`config.mk`:
```
export PLATFORM = sky130hd
export DESIGN_NAME = ncm_level
export DESIGN_NICKNAME = d
export VERILOG_FILES = /design/src/hw/rtl/ncm_pkg.sv /design/src/hw/rtl/ncm_level.sv
export SDC_FILE = /design/constraint.sdc
export NUM_CORES = 2
export LEC_CHECK = 0
export ABC_AREA = 1
export CORE_ASPECT_RATIO = 2
export CORE_MARGIN = 4
export CORE_UTILIZATION = 50
export DETAILED_ROUTE_END_ITERATION = 8
export DONT_BUFFER_PORTS = 1
export HOLD_SLACK_MARGIN = 0.1
export MAX_ROUTING_LAYER = met4
export PLACE_DENSITY = 0.75
export SLEW_MARGIN = 10
export SYNTH_ARGS = -nofsm -noshare
export SYNTH_HDL_FRONTEND = slang
export SYNTH_SLANG_ARGS = --single-unit
export TNS_END_PERCENT = 20
```
`constraint.sdc`:
```
create_clock -name clk -period 8.4 [get_ports clk]
set_clock_uncertainty 0.05 [all_clocks]
set_input_delay 1.68 -clock clk [delete_from_list [all_inputs] [get_ports clk]]
set_output_delay 1.68 -clock clk [all_outputs]
set_load 0.005 [all_outputs]
```
`src/hw/rtl/ncm_pkg.sv`:
```
// Shared types, widths, codes and constants of the NTSC chroma modulator.
package ncm_pkg;

	// Fixed field widths.
	localparam int LUMA_W      = 14;
	localparam int CHROMA_W    = 14;
	localparam int PHASE_W     = 2;
	localparam int LEVEL_W     = 17;
	localparam int GAIN_W      = 16;
	localparam int SAMPLE_W    = 16;
	localparam int STEPS_W     = 4;
	localparam int CFG_IDX_W   = 2;
	localparam int CFG_DATA_W  = 17;
	// Clamped luma is never above 8191, so 13 unsigned bits hold it.
	localparam int Y_W         = 13;
	// Holds a scaling count of up to sixteen.
	localparam int STEP_CNT_W  = 5;

	// Parameter defaults.
	localparam int DEF_MAX_GAMUT_STEPS = 8;
	localparam int DEF_COLOR_FRAC_BITS = 12;

	// Configuration register indexes.
	localparam logic [CFG_IDX_W-1:0] CFG_BLACK = 2'd0;
	localparam logic [CFG_IDX_W-1:0] CFG_WHITE = 2'd1;
	localparam logic [CFG_IDX_W-1:0] CFG_SYNC  = 2'd2;
	localparam logic [CFG_IDX_W-1:0] CFG_GAIN  = 2'd3;

	// Quadrature phase codes: the component that the subcarrier carries.
	localparam logic [PHASE_W-1:0] PH_I     = 2'd0;
	localparam logic [PHASE_W-1:0] PH_Q     = 2'd1;
	localparam logic [PHASE_W-1:0] PH_NEG_I = 2'd2;
	localparam logic [PHASE_W-1:0] PH_NEG_Q = 2'd3;

	// Register values after reset.
	localparam logic signed [LEVEL_W-1:0] RST_BLACK = 17'sd1920;
	localparam logic signed [LEVEL_W-1:0] RST_WHITE = 17'sd25600;
	localparam logic signed [LEVEL_W-1:0] RST_SYNC  = -17'sd10240;
	localparam logic [GAIN_W-1:0]         RST_GAIN  = 16'd5120;

	// YIQ to RGB coefficients, scaled by 10000.
	localparam int UNIT_SCALE = 10000;
	localparam int COEF_RI    = 9563;
	localparam int COEF_RQ    = 6210;
	localparam int COEF_GI    = 2721;
	localparam int COEF_GQ    = 6474;
	localparam int COEF_BI    = 11070;
	localparam int COEF_BQ    = 17046;

	// Division by ten as a multiply by ceil(2^19 / 10) and a shift; exact for
	// dividends well beyond the largest 9*|x|+5 that occurs.
	localparam int RECIP_TEN   = 52429;
	localparam int RECIP_SHIFT = 19;

	// Output levels in IRE times 256.
	localparam int WHITE_CLIP = 30720;
	localparam int OUT_MIN    = -20480;
	localparam int OUT_MAX    = 35840;
	localparam int SAT_MAX    = 32767;

	// One sample as it moves along the gamut chain.
	typedef struct packed {
		logic                       done;
		logic [STEP_CNT_W-1:0]      steps;
		logic [PHASE_W-1:0]         phase;
		logic [Y_W-1:0]             y;
		logic signed [CHROMA_W-1:0] ci;
		logic signed [CHROMA_W-1:0] cq;
	} ncm_item_t;

endpackage

```
`src/hw/rtl/ncm_level.sv`:
```
// Output stage: subcarrier phase selection, level sum, clamps and rounding.
module ncm_level #(
	parameter int COLOR_FRAC_BITS = ncm_pkg::DEF_COLOR_FRAC_BITS
) (
	input  logic                                  clk,
	input  logic                                  arst_n,
	input  logic                                  adv,
	input  logic                                  valid_in,
	input  ncm_pkg::ncm_item_t                    item_in,
	input  logic signed [ncm_pkg::LEVEL_W-1:0]    black_level,
	input  logic signed [ncm_pkg::LEVEL_W-1:0]    white_level,
	input  logic signed [ncm_pkg::LEVEL_W-1:0]    sync_level,
	input  logic [ncm_pkg::GAIN_W-1:0]            carrier_gain,
	output logic                                  valid_out,
	output logic signed [ncm_pkg::SAMPLE_W-1:0]   composite,
	output logic [ncm_pkg::STEPS_W-1:0]           steps
);

	localparam int F  = COLOR_FRAC_BITS;
	localparam int VW = (F + 20 > 33) ? F + 20 : 33;
	localparam int QW = VW - F;
	localparam int MODW = ncm_pkg::CHROMA_W + 1;
	localparam logic signed [VW-1:0] HI_Q = VW'(longint'(ncm_pkg::WHITE_CLIP) <<< F);
	localparam logic [F-1:0]         HALF = F'(1) << (F - 1);
	localparam logic signed [QW-1:0] RES_MIN = QW'(ncm_pkg::OUT_MIN);
	localparam logic signed [QW-1:0] RES_MAX = QW'(ncm_pkg::OUT_MAX);
	localparam logic signed [QW-1:0] RES_SAT = QW'(ncm_pkg::SAT_MAX);

	logic signed [ncm_pkg::LEVEL_W:0] diff_q;
	logic signed [MODW-1:0]           mod;

	logic                             valid_s1, valid_s2, valid_s3;
	logic signed [31:0]               prod_y_s1, prod_c_s1;
	logic [ncm_pkg::STEP_CNT_W-1:0]   steps_s1, steps_s2;
	logic [ncm_pkg::STEPS_W-1:0]      steps_s3;
	logic signed [VW-1:0]             v_s2;
	logic signed [ncm_pkg::SAMPLE_W-1:0] comp_s3;

	logic signed [VW-1:0]             lvl, lo_q;
	logic signed [QW-1:0]             rq, res;
	logic [F-1:0]                     rem;

	always_comb begin
		unique case (item_in.phase)
			ncm_pkg::PH_I:     mod = MODW'(item_in.ci);
			ncm_pkg::PH_Q:     mod = MODW'(item_in.cq);
			ncm_pkg::PH_NEG_I: mod = -MODW'(item_in.ci);
			ncm_pkg::PH_NEG_Q: mod = -MODW'(item_in.cq);
			default:           mod = '0;
		endcase
	end

	always_ff @(posedge clk or negedge arst_n) begin
		if (!arst_n) begin
			valid_s1 <= 1'b0;
			valid_s2 <= 1'b0;
			valid_s3 <= 1'b0;
		end else if (adv) begin
			valid_s1 <= valid_in;
			valid_s2 <= valid_s1;
			valid_s3 <= valid_s2;
		end
	end

	// Levels must change only while idle, which the block does not enforce; this tracks them freely.
	always_ff @(posedge clk) begin
		diff_q <= (ncm_pkg::LEVEL_W + 1)'(white_level) - (ncm_pkg::LEVEL_W + 1)'(black_level);
	end

	always_ff @(posedge clk) begin
		if (adv) begin
			prod_y_s1 <= 32'($signed({1'b0, item_in.y})) * 32'(diff_q);
			prod_c_s1 <= 32'($signed({1'b0, carrier_gain})) * 32'(mod);
			steps_s1  <= item_in.steps;
		end
	end

	// Sum, then the white clip, then the sync floor which wins a conflict.
	always_comb begin
		lo_q = VW'(sync_level) <<< F;
		lvl  = (VW'(black_level) <<< F) + VW'(prod_y_s1) + VW'(prod_c_s1);
		if (lvl > HI_Q) begin
			lvl = HI_Q;
		end
		if (lvl < lo_q) begin
			lvl = lo_q;
		end
	end

	always_ff @(posedge clk) begin
		if (adv) begin
			v_s2     <= lvl;
			steps_s2 <= steps_s1;
		end
	end

	// Round to nearest with ties to even, then the output range limits.
	always_comb begin
		rq  = QW'(v_s2 >>> F);
		rem = v_s2[F-1:0];
		res = rq;
		if ((rem > HALF) || ((rem == HALF) && rq[0])) begin
			res = rq + QW'(1);
		end
		if (res < RES_MIN) begin
			res = RES_MIN;
		end
		if (res > RES_MAX) begin
			res = RES_MAX;
		end
		if (res > RES_SAT) begin
			res = RES_SAT;
		end
	end

	always_ff @(posedge clk) begin
		if (adv) begin
			comp_s3  <= ncm_pkg::SAMPLE_W'(res);
			steps_s3 <= ncm_pkg::STEPS_W'(steps_s2);
		end
	end

	assign valid_out = valid_s3;
	assign composite = comp_s3;
	assign steps     = steps_s3;

endmodule

```
# After elaboration in Yosys (flattened, before gate mapping)
# Index checks and enable logic that the tools add are counted.
# Widths: inputs -> output; s select.
# totals
n_memories	0
out_inout_bits	21
register_bits	146
word_cells	39
romBits	0
mem_bits_rw	0
in_bits	120
latchBits	0
# op_classes
multipliers	2
shifts	0
n_addsub	6
order_cmp	6
n_reduce_logical	3
n_mux	6
n_div	0
n_bitwise	0
eq_ne	4
# op_table
cell	count
$mux 33	2
$mux 21	3
$pmux 15 s4	1
$add 29x32->33	1
$add 33x32->33	1
$gt 33x28->1 const B	1
$lt 33x29->1	1
$mul 14x18->32	1
$mul 17x15->32	1
$neg 14->15	2
$add 21x2->21 const B	1
$gt 21x16->1 const B	1
$gt 21x17->1 const B	1
$lt 21x16->1 const B	1
$sub 17x17->18	1
$eq 12x12->1 const B	1
$gt 12x12->1 const B	1
$eq 2x2->1 const B	2
$eq 2x1->1 const B	1
$logic_not 2->1	1
$logic_and 1x1->1	1
$logic_or 1x1->1	1

# Longest topological paths before layout
# logic_depth
word_depth	9
ltp_mapped	42
ltp_nobuf	41

# Worst setup path before layout
# No wires, ideal clock.
# synth_path
path_type	input-to-reg
startpoint	input port item_in[0] in the netlist's numbering
endpoint	register prod_c_s1[30] (data pin)
path_buffers	1
arrival_ps	8339
setup_time_ps	274
path_stages	31
path_slack_ps	-262
t_required_ps	8076
path_cell_list	inv_1 ha_1 inv_1 nor2_1 inv_1 nor3_1 nand2_1 or3_1 o31ai_1 o221ai_1 o21ai_0 clkbuf_1 nor2_1 fa_1 fa_1 fa_1 fa_1 fa_1 inv_1 fa_1 inv_1 ha_1 nand2_1 nor2_1 inv_1 o21ai_0 a21oi_1 o31ai_1 a21oi_1 o41ai_1 xor2_1
# synth_between
elab_chain_cells	3
# synth_rtl
element	line	source
from (decl)	ncm_level.sv:9	input ncm_pkg::ncm_item_t item_in,
$neg 14->15	ncm_level.sv:48	ncm_pkg::PH_NEG_Q: mod = -MODW'(item_in.cq);
$pmux 15 s4 (*)	ncm_level.sv:44	unique case (item_in.phase)
$mul 17x15->32 (*)	ncm_level.sv:73	prod_c_s1 <= 32'($signed({1'b0, carrier_gain})) * 32'(mod);
to (signal assigned)	ncm_level.sv:73	
to (decl)	ncm_level.sv:33	logic signed [31:0] prod_y_s1, prod_c_s1;
# Mark *: on every way between the ends. The rest lies on a longest branch, timed or not.
# A chain may end at the register's enable or synchronous reset.

# Worst setup path after layout
# layout_path
startpoint	input port item_in[16] in the netlist's numbering
endpoint	register prod_c_s1[30] (data pin)
# layout_between
elab_chain_cells	3
# layout_rtl
element	line	source
$neg 14->15	ncm_level.sv:47	ncm_pkg::PH_NEG_I: mod = -MODW'(item_in.ci);
$pmux 15 s4 (*)	ncm_level.sv:44	
$mul 17x15->32 (*)	ncm_level.sv:73	
# Marked as above.

==> metrics.yaml <==
slew_headroom_pct: 48.5
grt_use_total_pct: 26.8
async_reset_ff_share_pct: 2.05
gp_congestion: 1.02
postCtsHoldBufs: 0
min_path_cells: 0
tightest_slew_ps: 771
grt_pass1_vias: 24500
hold-path-endpoint: "steps[3]"
ant_nets: 0
drt_wl_total_um: 75200
drc_errors: 0
grt_util_met1_pct: 24.4
cts_made_buffers: 17
die_height_um: 342
layout-drive-gt1-share_pct: 6.96
maxCapViolations: 0
use_met2_pct: 48.6
clk_pin_slew_ps: 60
root_buffer: "clkbuf_16"
min_from: "steps_s2[3]"
yosysMostFrequentCell: "inv_1"
first_pass_iters: 5
overflow: 0
clock-sinks: 146
num_vias: 22700
cp.depth: 37
synth.largest_area_cell: "fa_1"
clock_latency_ps: 450
grt_antenna_before_repair: 4
ys_warn_count: 0
hpwl_um: 64800
max_freq_mhz: 123
rows: 122
worst-path-buf-inv: 8
use_met3_pct: 5.78
synth_area_leaders: "fa_1 (31%), edfxtp_1 (13%), ha_1 (12%)"
critPathTopFamily: "adder cells"
outcome: "completed"
worstReg2RegStart: "diff_q[7]"
slowest_delay_ps: 570
synthCells: 3523
syn_area_mm2: 0.0278
grt_pass1_wl_um: 122000
reg2reg_depth: 18
hold_class: "reg2reg"
crit_type: "in2reg"
yosysSeqAreaShare_pct: 15.0
end_kind: "flip-flop"
setup_viol: 0
min_period_ps: 8160
required_ps: 8540
synth_ff_type: "edfxtp_1"
synth_area_per_cell_um2: 7.90
htreeDepth: 4
hold_violations: 0
r2r_end: "prod_y_s1[24]"
die_area_mm2: 0.0598
reg2reg_slack_ps: 1880
worstPathMaxFanout: 6
fillers: 5193
die_x_um: 175
period_share_pct: 97.1
io_pins: 141
synthToLayoutAreaGrowth_pct: 8.38
initial_core_util_pct: 50.4
finalMaxSlewViolations: 0
syn_nets: 4347
crit_path_top_delay_cell: "fa_2"
worstPathArrival_ps: 8300
clk_path_buf_depth: 2
nNetsFinal: 4391
post_drt_wl_per_cell_um: 17.4
path_common_cell: "inv_1"
synth_cell_types: 52
dp.cells: 4288
viasPerCell: 5.24
stdcell_count: 4328
synthTopCellsByCount: "inv_1 (853), nand2_1 (825), fa_1 (427), nor2_1 (279), ha_1 (277)"
grt_max_degree: 131
drt-initial-drc-count: 985
tns_ps: 0
rsz0062_at_grt: "yes"
netlist.area_leader.share_pct: 30.7
port_buffers: 0
ys_ff_latch: 146
core_area_mm2: 0.0553
top_usage_layer: "met2"
synth_edf_count: 125
start_kind: "input port"
cts_tree: "done"
worst reg2reg max path, stage by stage, from the launching register on:
cell and delay (ps):
dfxtp_1 760, nand2_1 180, fa_1 560, inv_1 50
fa_1 470, fa_1 530, inv_1 60, fa_1 510
fa_1 510, inv_1 50, fa_1 440, ha_1 360
nand2_1 70, o21ai_0 370, a21oi_1 260, o21ai_0 330
a21boi_0 210, o31ai_1 290, xor2_1 270
registers in the layout (all words and copies together), names as in the netlist, 4 cells and up:
register	cells
steps_s2	4
steps_s1	4
composite	16
v_s2	33
prod_c_s1	32
diff_q	18
prod_y_s1	32
steps	4
logic make-up (layout without fill, tap and decap cells):
| logic type | Yosys count | count (layout) | share of synthesized area (%) |
|---|---|---|---|
| AOI/OAI and AO/OA | 255 | 255 | 5.24 |
| xor gates and xnor gates | 102 | 102 | 3.21 |
| adders and majority gates | 704 | 704 | 43.1 |
| buffers and inverters | 950 | 1007 | 13.0 |
| DFF | 146 | 146 | 15.0 |
| muxes | 1 | 1 | 0.0404 |
| other | 0 | 4 | 0 |
| and+or+nand+nor | 1365 | 1365 | 20.3 |
cells in the final DEF, fill, tap and decap left out, drive strengths merged, types with 7 or more instances in the layout:
cell type / synthesis / layout
o21bai: 13 / 13
clkbuf: 60 / 17
ha: 277 / 277
nor4: 10 / 10
nand2: 838 / 838
inv: 855 / 869
nand3b: 11 / 11
fa: 427 / 427
dfxtp: 18 / 18
a31oi: 7 / 7
nor3: 35 / 35
nand4: 31 / 31
o21ai: 72 / 72
xnor2: 29 / 29
clkinv: 9 / 8
edfxtp: 125 / 125
nor2: 291 / 291
buf: 26 / 111
nand3: 137 / 137
a21oi: 117 / 117
xor2: 73 / 73
worst max-delay path by stage:
stage | startpoint | end | slack [ps]
4_1_cts | item_in[16] | prod_c_s1[30] | 50
2_1_floorplan | item_in[16] | prod_c_s1[30] | 30
5_1_grt | item_in[14] | prod_c_s1[30] | -130
3_5_place_dp | item_in[14] | prod_c_s1[30] | -510
3_3_place_gp | item_in[14] | prod_c_s1[30] | -480
6_report | item_in[16] | prod_c_s1[30] | 240
routing by layer:
| metal | up-vias | wire (um) |
|---|---|---|
| li1 | 10800 | - |
| met1 | 10900 | 23600 |
| met2 | 760 | 39800 |
| met3 | 311 | 4950 |
| met4 | 0 | 6800 |
| met5 | - | 0 |
layout make-up:
type	count	area (um2)	area share, %
multi-input combinational	2427	20300	67.3
sequential	146	4190	13.9
clock inverter	15	179	0.593
antenna	4	10.0	0.0332
inverter	864	3250	10.8
timing repair buffer	111	875	2.90
clock buffer	17	425	1.41
tap	744	931	3.08
through the flow:
stage	worst slack (ps)	util (%)	hold slack (ps)	area [um2]
floorplan	32.7	-	350	27900
global placement	-483	53.0	354	29300
detailed placement	-513	53.0	356	29300
CTS	54.1	54.1	374	29900
global route	-132	54.6	382	30200
finish	241	54.6	372	30200
what timing repair did:
item,4_1_cts,5_1_grt
setup buffers,0,5
pin swaps,0,53
gates resized for setup,2,73
endpoints found under the setup margin,1,15
gates cloned,0,0
Power is not shown: default switching activity piles up to over one toggle a cycle in this logic, so the estimate is an artifact.
