### src/hw/rtl/ncm_pkg.sv
// Shared types, widths, codes and constants of the NTSC chroma modulator.
package ncm_pkg;

	// Fixed field widths.
	localparam int LUMA_W      = 14;
	localparam int CHROMA_W    = 14;
	localparam int PHASE_W     = 2;
	localparam int LEVEL_W     = 17;
	localparam int GAIN_W      = 16;
	localparam int SAMPLE_W    = 16;
	localparam int STEPS_W     = 4;
	localparam int CFG_IDX_W   = 2;
	localparam int CFG_DATA_W  = 17;
	// Clamped luma is never above 8191, so 13 unsigned bits hold it.
	localparam int Y_W         = 13;
	// Holds a scaling count of up to sixteen.
	localparam int STEP_CNT_W  = 5;

	// Parameter defaults.
	localparam int DEF_MAX_GAMUT_STEPS = 8;
	localparam int DEF_COLOR_FRAC_BITS = 12;

	// Configuration register indexes.
	localparam logic [CFG_IDX_W-1:0] CFG_BLACK = 2'd0;
	localparam logic [CFG_IDX_W-1:0] CFG_WHITE = 2'd1;
	localparam logic [CFG_IDX_W-1:0] CFG_SYNC  = 2'd2;
	localparam logic [CFG_IDX_W-1:0] CFG_GAIN  = 2'd3;

	// Quadrature phase codes: the component that the subcarrier carries.
	localparam logic [PHASE_W-1:0] PH_I     = 2'd0;
	localparam logic [PHASE_W-1:0] PH_Q     = 2'd1;
	localparam logic [PHASE_W-1:0] PH_NEG_I = 2'd2;
	localparam logic [PHASE_W-1:0] PH_NEG_Q = 2'd3;

	// Register values after reset.
	localparam logic signed [LEVEL_W-1:0] RST_BLACK = 17'sd1920;
	localparam logic signed [LEVEL_W-1:0] RST_WHITE = 17'sd25600;
	localparam logic signed [LEVEL_W-1:0] RST_SYNC  = -17'sd10240;
	localparam logic [GAIN_W-1:0]         RST_GAIN  = 16'd5120;

	// YIQ to RGB coefficients, scaled by 10000.
	localparam int UNIT_SCALE = 10000;
	localparam int COEF_RI    = 9563;
	localparam int COEF_RQ    = 6210;
	localparam int COEF_GI    = 2721;
	localparam int COEF_GQ    = 6474;
	localparam int COEF_BI    = 11070;
	localparam int COEF_BQ    = 17046;

	// Division by ten as a multiply by ceil(2^19 / 10) and a shift; exact for
	// dividends well beyond the largest 9*|x|+5 that occurs.
	localparam int RECIP_TEN   = 52429;
	localparam int RECIP_SHIFT = 19;

	// Output levels in IRE times 256.
	localparam int WHITE_CLIP = 30720;
	localparam int OUT_MIN    = -20480;
	localparam int OUT_MAX    = 35840;
	localparam int SAT_MAX    = 32767;

	// One sample as it moves along the gamut chain.
	typedef struct packed {
		logic                       done;
		logic [STEP_CNT_W-1:0]      steps;
		logic [PHASE_W-1:0]         phase;
		logic [Y_W-1:0]             y;
		logic signed [CHROMA_W-1:0] ci;
		logic signed [CHROMA_W-1:0] cq;
	} ncm_item_t;

endpackage

### src/hw/rtl/ncm_gamut_cell.sv
// One gamut limiting cell: tests RGB range and applies at most one 0.9 chroma scaling.
module ncm_gamut_cell #(
	parameter int COLOR_FRAC_BITS = ncm_pkg::DEF_COLOR_FRAC_BITS
) (
	input  logic               clk,
	input  logic               arst_n,
	input  logic               adv,
	input  logic               valid_in,
	input  ncm_pkg::ncm_item_t item_in,
	output logic               valid_out,
	output ncm_pkg::ncm_item_t item_out
);

	localparam int GW = (COLOR_FRAC_BITS + 16 > 31) ? COLOR_FRAC_BITS + 16 : 31;
	localparam int PW = 33;
	localparam int MW = ncm_pkg::CHROMA_W + 3;
	localparam logic signed [GW-1:0] UNIT_Q =
		GW'(longint'(ncm_pkg::UNIT_SCALE) <<< COLOR_FRAC_BITS);

	// (9*|x| + 5) times the reciprocal of ten, before the shift.
	function automatic logic [PW-1:0] scale_prod(input logic signed [ncm_pkg::CHROMA_W-1:0] x);
		logic [ncm_pkg::CHROMA_W-1:0] mag;
		logic [MW-1:0]                t;
		mag = x[ncm_pkg::CHROMA_W-1] ? ncm_pkg::CHROMA_W'(-x) : ncm_pkg::CHROMA_W'(x);
		t   = MW'(mag) * MW'(9) + MW'(5);
		return PW'(t) * PW'(ncm_pkg::RECIP_TEN);
	endfunction

	logic               valid_s1;
	ncm_pkg::ncm_item_t item_s1;
	logic signed [GW-1:0] y10k_s1, ri_s1, rq_s1, gi_s1, gq_s1, bi_s1, bq_s1;
	logic [PW-1:0]      pi_s1, pq_s1;

	logic               valid_s2;
	ncm_pkg::ncm_item_t item_s2;

	logic signed [GW-1:0] r_sum, g_sum, b_sum;
	logic                 in_gamut;
	logic [ncm_pkg::CHROMA_W-1:0] qi, qq;
	logic signed [ncm_pkg::CHROMA_W-1:0] si, sq;
	ncm_pkg::ncm_item_t   item_nx;

	always_ff @(posedge clk or negedge arst_n) begin
		if (!arst_n) begin
			valid_s1 <= 1'b0;
			valid_s2 <= 1'b0;
		end else if (adv) begin
			valid_s1 <= valid_in;
			valid_s2 <= valid_s1;
		end
	end

	// First stage: all constant products in parallel.
	always_ff @(posedge clk) begin
		if (adv) begin
			item_s1 <= item_in;
			y10k_s1 <= GW'(ncm_pkg::UNIT_SCALE * int'(item_in.y));
			ri_s1   <= GW'(ncm_pkg::COEF_RI * item_in.ci);
			rq_s1   <= GW'(ncm_pkg::COEF_RQ * item_in.cq);
			gi_s1   <= GW'(ncm_pkg::COEF_GI * item_in.ci);
			gq_s1   <= GW'(ncm_pkg::COEF_GQ * item_in.cq);
			bi_s1   <= GW'(ncm_pkg::COEF_BI * item_in.ci);
			bq_s1   <= GW'(ncm_pkg::COEF_BQ * item_in.cq);
			pi_s1   <= scale_prod(item_in.ci);
			pq_s1   <= scale_prod(item_in.cq);
		end
	end

	// Second stage: range test, rounded scaling and selection.
	always_comb begin
		r_sum    = y10k_s1 + ri_s1 + rq_s1;
		g_sum    = y10k_s1 - gi_s1 - gq_s1;
		b_sum    = y10k_s1 - bi_s1 + bq_s1;
		in_gamut = (r_sum >= 0) && (r_sum <= UNIT_Q) &&
		           (g_sum >= 0) && (g_sum <= UNIT_Q) &&
		           (b_sum >= 0) && (b_sum <= UNIT_Q);
		qi = ncm_pkg::CHROMA_W'(pi_s1 >> ncm_pkg::RECIP_SHIFT);
		qq = ncm_pkg::CHROMA_W'(pq_s1 >> ncm_pkg::RECIP_SHIFT);
		si = item_s1.ci[ncm_pkg::CHROMA_W-1] ? -$signed(qi) : $signed(qi);
		sq = item_s1.cq[ncm_pkg::CHROMA_W-1] ? -$signed(qq) : $signed(qq);
		item_nx = item_s1;
		if (!item_s1.done) begin
			if (in_gamut) begin
				item_nx.done = 1'b1;
			end else begin
				item_nx.ci    = si;
				item_nx.cq    = sq;
				item_nx.steps = item_s1.steps + ncm_pkg::STEP_CNT_W'(1);
			end
		end
	end

	always_ff @(posedge clk) begin
		if (adv) begin
			item_s2 <= item_nx;
		end
	end

	assign valid_out = valid_s2;
	assign item_out  = item_s2;

endmodule

### config.mk
export PLATFORM = sky130hd
export DESIGN_NAME = ncm_gamut_cell
export DESIGN_NICKNAME = d
export VERILOG_FILES = /design/src/hw/rtl/ncm_pkg.sv /design/src/hw/rtl/ncm_gamut_cell.sv
export SDC_FILE = /design/constraint.sdc
export NUM_CORES = 2
export LEC_CHECK = 0
export BUFFER_PORTS_ARGS = -buffer_cell sky130_fd_sc_hd__buf_2
export CAP_MARGIN = 10
export CORE_ASPECT_RATIO = 0.8
export CORE_UTILIZATION = 45
export DETAILED_ROUTE_END_ITERATION = 7
export SYNTH_ARGS = -nofsm -noshare
export SYNTH_HDL_FRONTEND = slang
export SYNTH_SLANG_ARGS = --single-unit
### constraint.sdc
create_clock -name clk -period 5.1 [get_ports clk]
set_input_delay 1.02 -clock clk [delete_from_list [all_inputs] [get_ports clk]]
set_output_delay 1.02 -clock clk [all_outputs]
set_load 0.01 [all_outputs]
== Yosys cells after proc, flatten, opt, wreduce, memory -nomap -nowiden ==
Cells that the tools add are included.
Operators by class
  $add $sub $neg: 13
  multipliers: 11
  order comparisons: 6
  multiplexer cells: 9
  reduce and logical (&&, ||, !) cells: 5
Operator list (count)
  adder 31 bit: 3
  greater-or-equal comparator 31 x 1 -> 1 bit, second input constant: 3
  <= comparator 31 x 27 -> 1 bit, second input constant: 3
  subtractor 31 bit: 3
  multiplier 13 x 14 -> 27 bit, first input constant: 3
  multiplier 17 x 16 -> 33 bit, second input constant: 2
  multiplier 15 x 14 -> 29 bit, first input constant: 2
  two-way mux 14 bit: 4
  two-way mux 28 bit: 2
  negator 14 bit: 4
  adder 17 x 3 -> 17 bit, second input constant: 2
  multiplier 14 x 4 -> 17 bit, second input constant: 2
  multiplier 14 x 14 -> 28 bit, first input constant: 1
  multiplier 10 x 13 -> 23 bit, first input constant: 1
  two-way mux 5 bit: 2
  adder 5 x 1 -> 5 bit, second input constant: 1
  logical AND 1 bit: 5
  two-way mux 1 bit: 1
Storage, ports and cells
  flip-flop bits (word level): 375
  input port bits: 53
  output and inout port bits: 50
  logic and storage cells: 67

== Longest topological paths before layout ==
  depth in word-level cells: 10
  mapped depth: 42
  depth with buffers taken out: 42

== Worst setup path before layout ==
No wires, ideal clock.
  path kind: input -> register
  start point: input port item_in[13] (netlist name)
  end point: register pq_s1[28] (data pin)
  setup time: 0.261 ns
  arrival time: 9.777 ns
  required time: 4.839 ns
  setup slack: -4.937 ns
  cell stages on the path: 40
  path buffers: 3
  cells stage by stage: buf_1 > clkbuf_1 > buf_1 > o21ai_0 > ha_1 > ha_1 > ha_1 > a31o_2 > a21o_1 > a21o_1 > a21o_1 > a21o_1 > a21o_1 > a21o_1 > a311oi_1 > o21bai_1 > a21oi_1 > xnor2_1 > (+4 left out) > inv_1 > fa_1 > fa_1 > inv_1 > fa_1 > inv_1 > ha_1 > a21o_1 > a21o_1 > a21oi_1 > o21ai_0 > o2111ai_1 > nand3b_1 > nand2_1 > a21boi_0 > o21a_1 > o21ai_0 > a21oi_1
Between the ends
  cells in the longest elaborated chain, start to end: 5
Ends and longest elaborated chain
  start: declaration: line ncm_gamut_cell.sv:9  | input ncm_pkg::ncm_item_t item_in,
  negator 14 bit: line ncm_gamut_cell.sv:24  | mag = x[ncm_pkg::CHROMA_W-1] ? ncm_pkg::CHROMA_W'(-x) : ncm_pkg::CHROMA_W'(x);
  two-way mux 14 bit *: line ncm_gamut_cell.sv:24
  multiplier 14 x 4 -> 17 bit *: line ncm_gamut_cell.sv:25  | t = MW'(mag) * MW'(9) + MW'(5);
  adder 17 x 3 -> 17 bit *: line ncm_gamut_cell.sv:25
  multiplier 17 x 16 -> 33 bit *: line ncm_gamut_cell.sv:26  | return PW'(t) * PW'(ncm_pkg::RECIP_TEN);
  end signal: assignment: line ncm_gamut_cell.sv:65  | pq_s1 <= scale_prod(item_in.cq);
  end: declaration: line ncm_gamut_cell.sv:32  | logic [PW-1:0] pi_s1, pq_s1;
Mark *: on every way between the ends. The rest lies on a longest branch, timed or not.
A chain may end at the register's enable or synchronous reset.

== Final worst setup path ==
  start point: input port item_in[16] (netlist name)
  end point: register pi_s1[32] (data pin)
Between the ends
  cells in the longest elaborated chain, start to end: 5
Ends and longest elaborated chain
  negator 14 bit: line ncm_gamut_cell.sv:24
  two-way mux 14 bit *: line ncm_gamut_cell.sv:24
  multiplier 14 x 4 -> 17 bit *: line ncm_gamut_cell.sv:25
  adder 17 x 3 -> 17 bit *: line ncm_gamut_cell.sv:25
  multiplier 17 x 16 -> 33 bit *: line ncm_gamut_cell.sv:26
  end signal: assignment: line ncm_gamut_cell.sv:64  | pi_s1 <= scale_prod(item_in.ci);
  end: declaration: line ncm_gamut_cell.sv:32
Marked as above.

==> results.json <==
{
  "ys_seq_area_frac": 0.186,
  "synthArstFlopShare": 0.00671,
  "htree_levels": 2,
  "setup_viol": 96,
  "synthesis.nets": 6375,
  "postCtsHoldBufs": 0,
  "cts_buffers": 38,
  "via_per_inst": 5.11,
  "grt_pass1_vias": 37600,
  "preCtsSetupSlack_ns": -4.65,
  "dp_hpwl_mm": 115,
  "drt-initial-drc-count": 2260,
  "cts_tree": "done",
  "ys_ff_latch": 298,
  "gp_congestion": 0.936,
  "synth_area_um2": 48000,
  "syn_area_per_cell_um2": 10.2,
  "wirelength_mm": 140,
  "drtAntennaViolNets": 0,
  "timing.fmax_mhz": 112,
  "synthFlopType": "edfxtp_1",
  "numPortBuffers": 102,
  "start_util": 0.457,
  "dr.pass1.iters": 5,
  "chipWidth_um": 367,
  "status": "finished, violations left",
  "num_rows": 106,
  "rsz0062_at_grt": "yes",
  "grt_pass1_wl_mm": 214,
  "cts_max_path_buffers": 3,
  "yosysWarnings": 0,
  "final_nets": 7467,
  "reg2reg_slack_ns": -0.35,
  "track_usage": 0.257,
  "antenna_found_initial": 1,
  "routedWlPerCell_um": 19.3,
  "dieHeight_um": 294,
  "cp-start-kind": "input port",
  "clk_pin_slew_ns": 0.06,
  "fin_worst_skew_ns": 0.0187,
  "insertion_delay_ns": 0.58,
  "cp-end-kind": "register",
  "crit_top_cell": "a21o_1",
  "slew_headroom": 0.451,
  "min_period_ns": 8.96,
  "area_growth_pct": 30.8,
  "required_ns": 5.42,
  "cp_slowest_cell": "fa_1",
  "syn_inst": 4728,
  "min_period_over_period": 1.76,
  "die-area_um2": 108000,
  "path_max_fanout": 3,
  "finalWorstSetupSlack_ns": -3.86,
  "hold_viol": 0,
  "tightest_slew_ns": 0.824,
  "synth-edff-count": 296,
  "cts_sinks": 298,
  "final_layout_size_suffix_gt1_frac": 0.283,
  "drv_slew": 0,
  "hold_class": "in2async",
  "setup-tns-final_ns": -120.78,
  "max_cap_violations": 0,
  "nFillCells": 8936,
  "drc_errors": 0,
  "cts_root_buf": "clkbuf_16",
  "core_area_um2": 105000,
  "violations": "setup timing",
  "grt-ovfl-total": 0,
  "crit_type": "in2reg",
  "ys_types": 78,
  "grt_start_max_net_pins": 97,
  "io_pins": 103,
  "max_stage_delay_ns": 0.51,
  "critPathArrivalTime_ns": 9.28,
  "vias": 37100
}
[Yosys cell counts, types with 8 or more instances]
master | number | area (um2)
o21a_1 | 39 | 293
and2_1 | 16 | 100
xor2_1 | 113 | 990
nand2_1 | 157 | 589
a21o_1 | 93 | 698
nand3_1 | 52 | 260
nand4_1 | 23 | 144
fa_1 | 526 | 10500
and3_1 | 34 | 213
inv_1 | 1049 | 3940
a2111oi_0 | 10 | 87.6
nor2_1 | 172 | 646
o211ai_1 | 22 | 165
o21bai_1 | 44 | 330
or2_2 | 19 | 119
o22ai_1 | 11 | 68.8
o31ai_1 | 13 | 97.6
o221ai_1 | 8 | 70.1
a21oi_1 | 206 | 1030
a31oi_1 | 27 | 169
or3_1 | 18 | 113
a211oi_1 | 22 | 165
mux2i_1 | 13 | 130
nor3_1 | 75 | 375
o21ai_0 | 149 | 746
nor4_1 | 11 | 68.8
mux2_2 | 8 | 90.1
a31o_2 | 9 | 78.8
xnor2_1 | 205 | 1800
ha_1 | 1068 | 13400
edfxtp_1 | 296 | 8890
nand2b_1 | 29 | 181
nor2b_1 | 28 | 175
o2111ai_1 | 10 | 87.6
clkbuf_1 | 25 | 93.8
[cells by family (layout without fill, tap and decap cells)]
kind of cell	count (synthesis)	count (layout)	synth area share
XOR/XNOR	318	318	0.0580
AND/OR/NAND/NOR	663	663	0.0674
flip-flops	298	298	0.186
buffers and inverters	1086	2208	0.0851
AO/OA/AOI/OAI	747	747	0.101
adder cells (fa/ha/maj)	1594	1594	0.497
other	0	1	0
multiplexers	22	22	0.00482
[cell type report]
type	count	area [um2]	share of cell area
Multi-Input combinational cell	3344	38200	0.608
Sequential cell	298	8940	0.142
Timing Repair Buffer	1088	8630	0.137
Inverter	1050	3990	0.0635
Tap cell	1404	1760	0.0280
Clock buffer	48	1020	0.0162
Clock inverter	22	283	0.00450
Antenna cell	1	2.50	0.0000398
[cell usage in the layout (no fill, tap or decap), drive strengths merged, types with 19 or more instances in the layout]
cell type,Yosys,layout
inv,1050,1048
and3,34,34
fa,526,526
or2,19,19
nor3,75,75
o211ai,22,22
xor2,113,113
a21oi,206,206
nand4,23,23
nor2b,28,28
buf,11,1081
edfxtp,296,296
o21ai,149,149
o21a,39,39
clkbuf,25,54
nand2,157,157
nor2,172,172
nand3,52,52
a31oi,28,28
ha,1068,1068
nand2b,29,29
o21bai,44,44
a211oi,22,22
a21o,93,93
xnor2,205,205
[sequential cells by signal, indices dropped and copies added (netlist names)]
register and cells:
item_out 49, item_s1 34, bq_s1 28, ri_s1 28, bi_s1 26, gq_s1 25, gi_s1 22, rq_s1 22
y10k_s1 19, item_nx 15, pi_s1 14, pq_s1 14, valid_out 1, valid_s1 1
[worst paths after layout]
| check | startpoint | end | cells after the start |
|---|---|---|---|
| worst max-delay path | item_in[16] | pi_s1[32] | 42 |
| worst max register to register | item_nx[31] | item_out[47] | 22 |
| min in group clk | item_nx[34] | item_out[34] | 0 |
| worst min register to register | item_nx[34] | item_out[34] | 0 |
| max in group asynchronous | arst_n | valid_out | 1 |
| worst min-delay path | arst_n | valid_s1 | 1 |
[worst max-delay path, delay by kind of cell]
kind                     cells  cell delay (ns)
adder cells (fa/ha/maj)     11             3.70
AO/OA/AOI/OAI               16             2.69
buffers and inverters        7             0.60
XOR/XNOR                     3             0.56
AND/OR/NAND/NOR              5             0.69
[metal layers]
layer  global-route usage  vias up  share of wire
li1                     -    18100              -
met1                0.370    18100           0.48
met2                0.392      765           0.44
met3               0.0567      148          0.063
met4               0.0623        0          0.025
met5                    0        -              0
[timing repair]
action,CTS,global route
gates resized for setup,205,377
setup endpoints to repair,127,124
setup buffers,48,62
cloned,1,7
pin swaps,142,204
[through the flow]
step                std cells  hold slack [ns]   util  area (um2)
floorplan                4728            0.400      -       49100
global route             7254            0.187  0.598       62800
CTS                      7191            0.179  0.576       60500
global placement         7077            0.401  0.550       57900
detailed placement       7077            0.406  0.550       57900
finish                   7255            0.219  0.598       62800
Power is not shown: default switching activity piles up to over one toggle a cycle in this logic, so the estimate is an artifact.
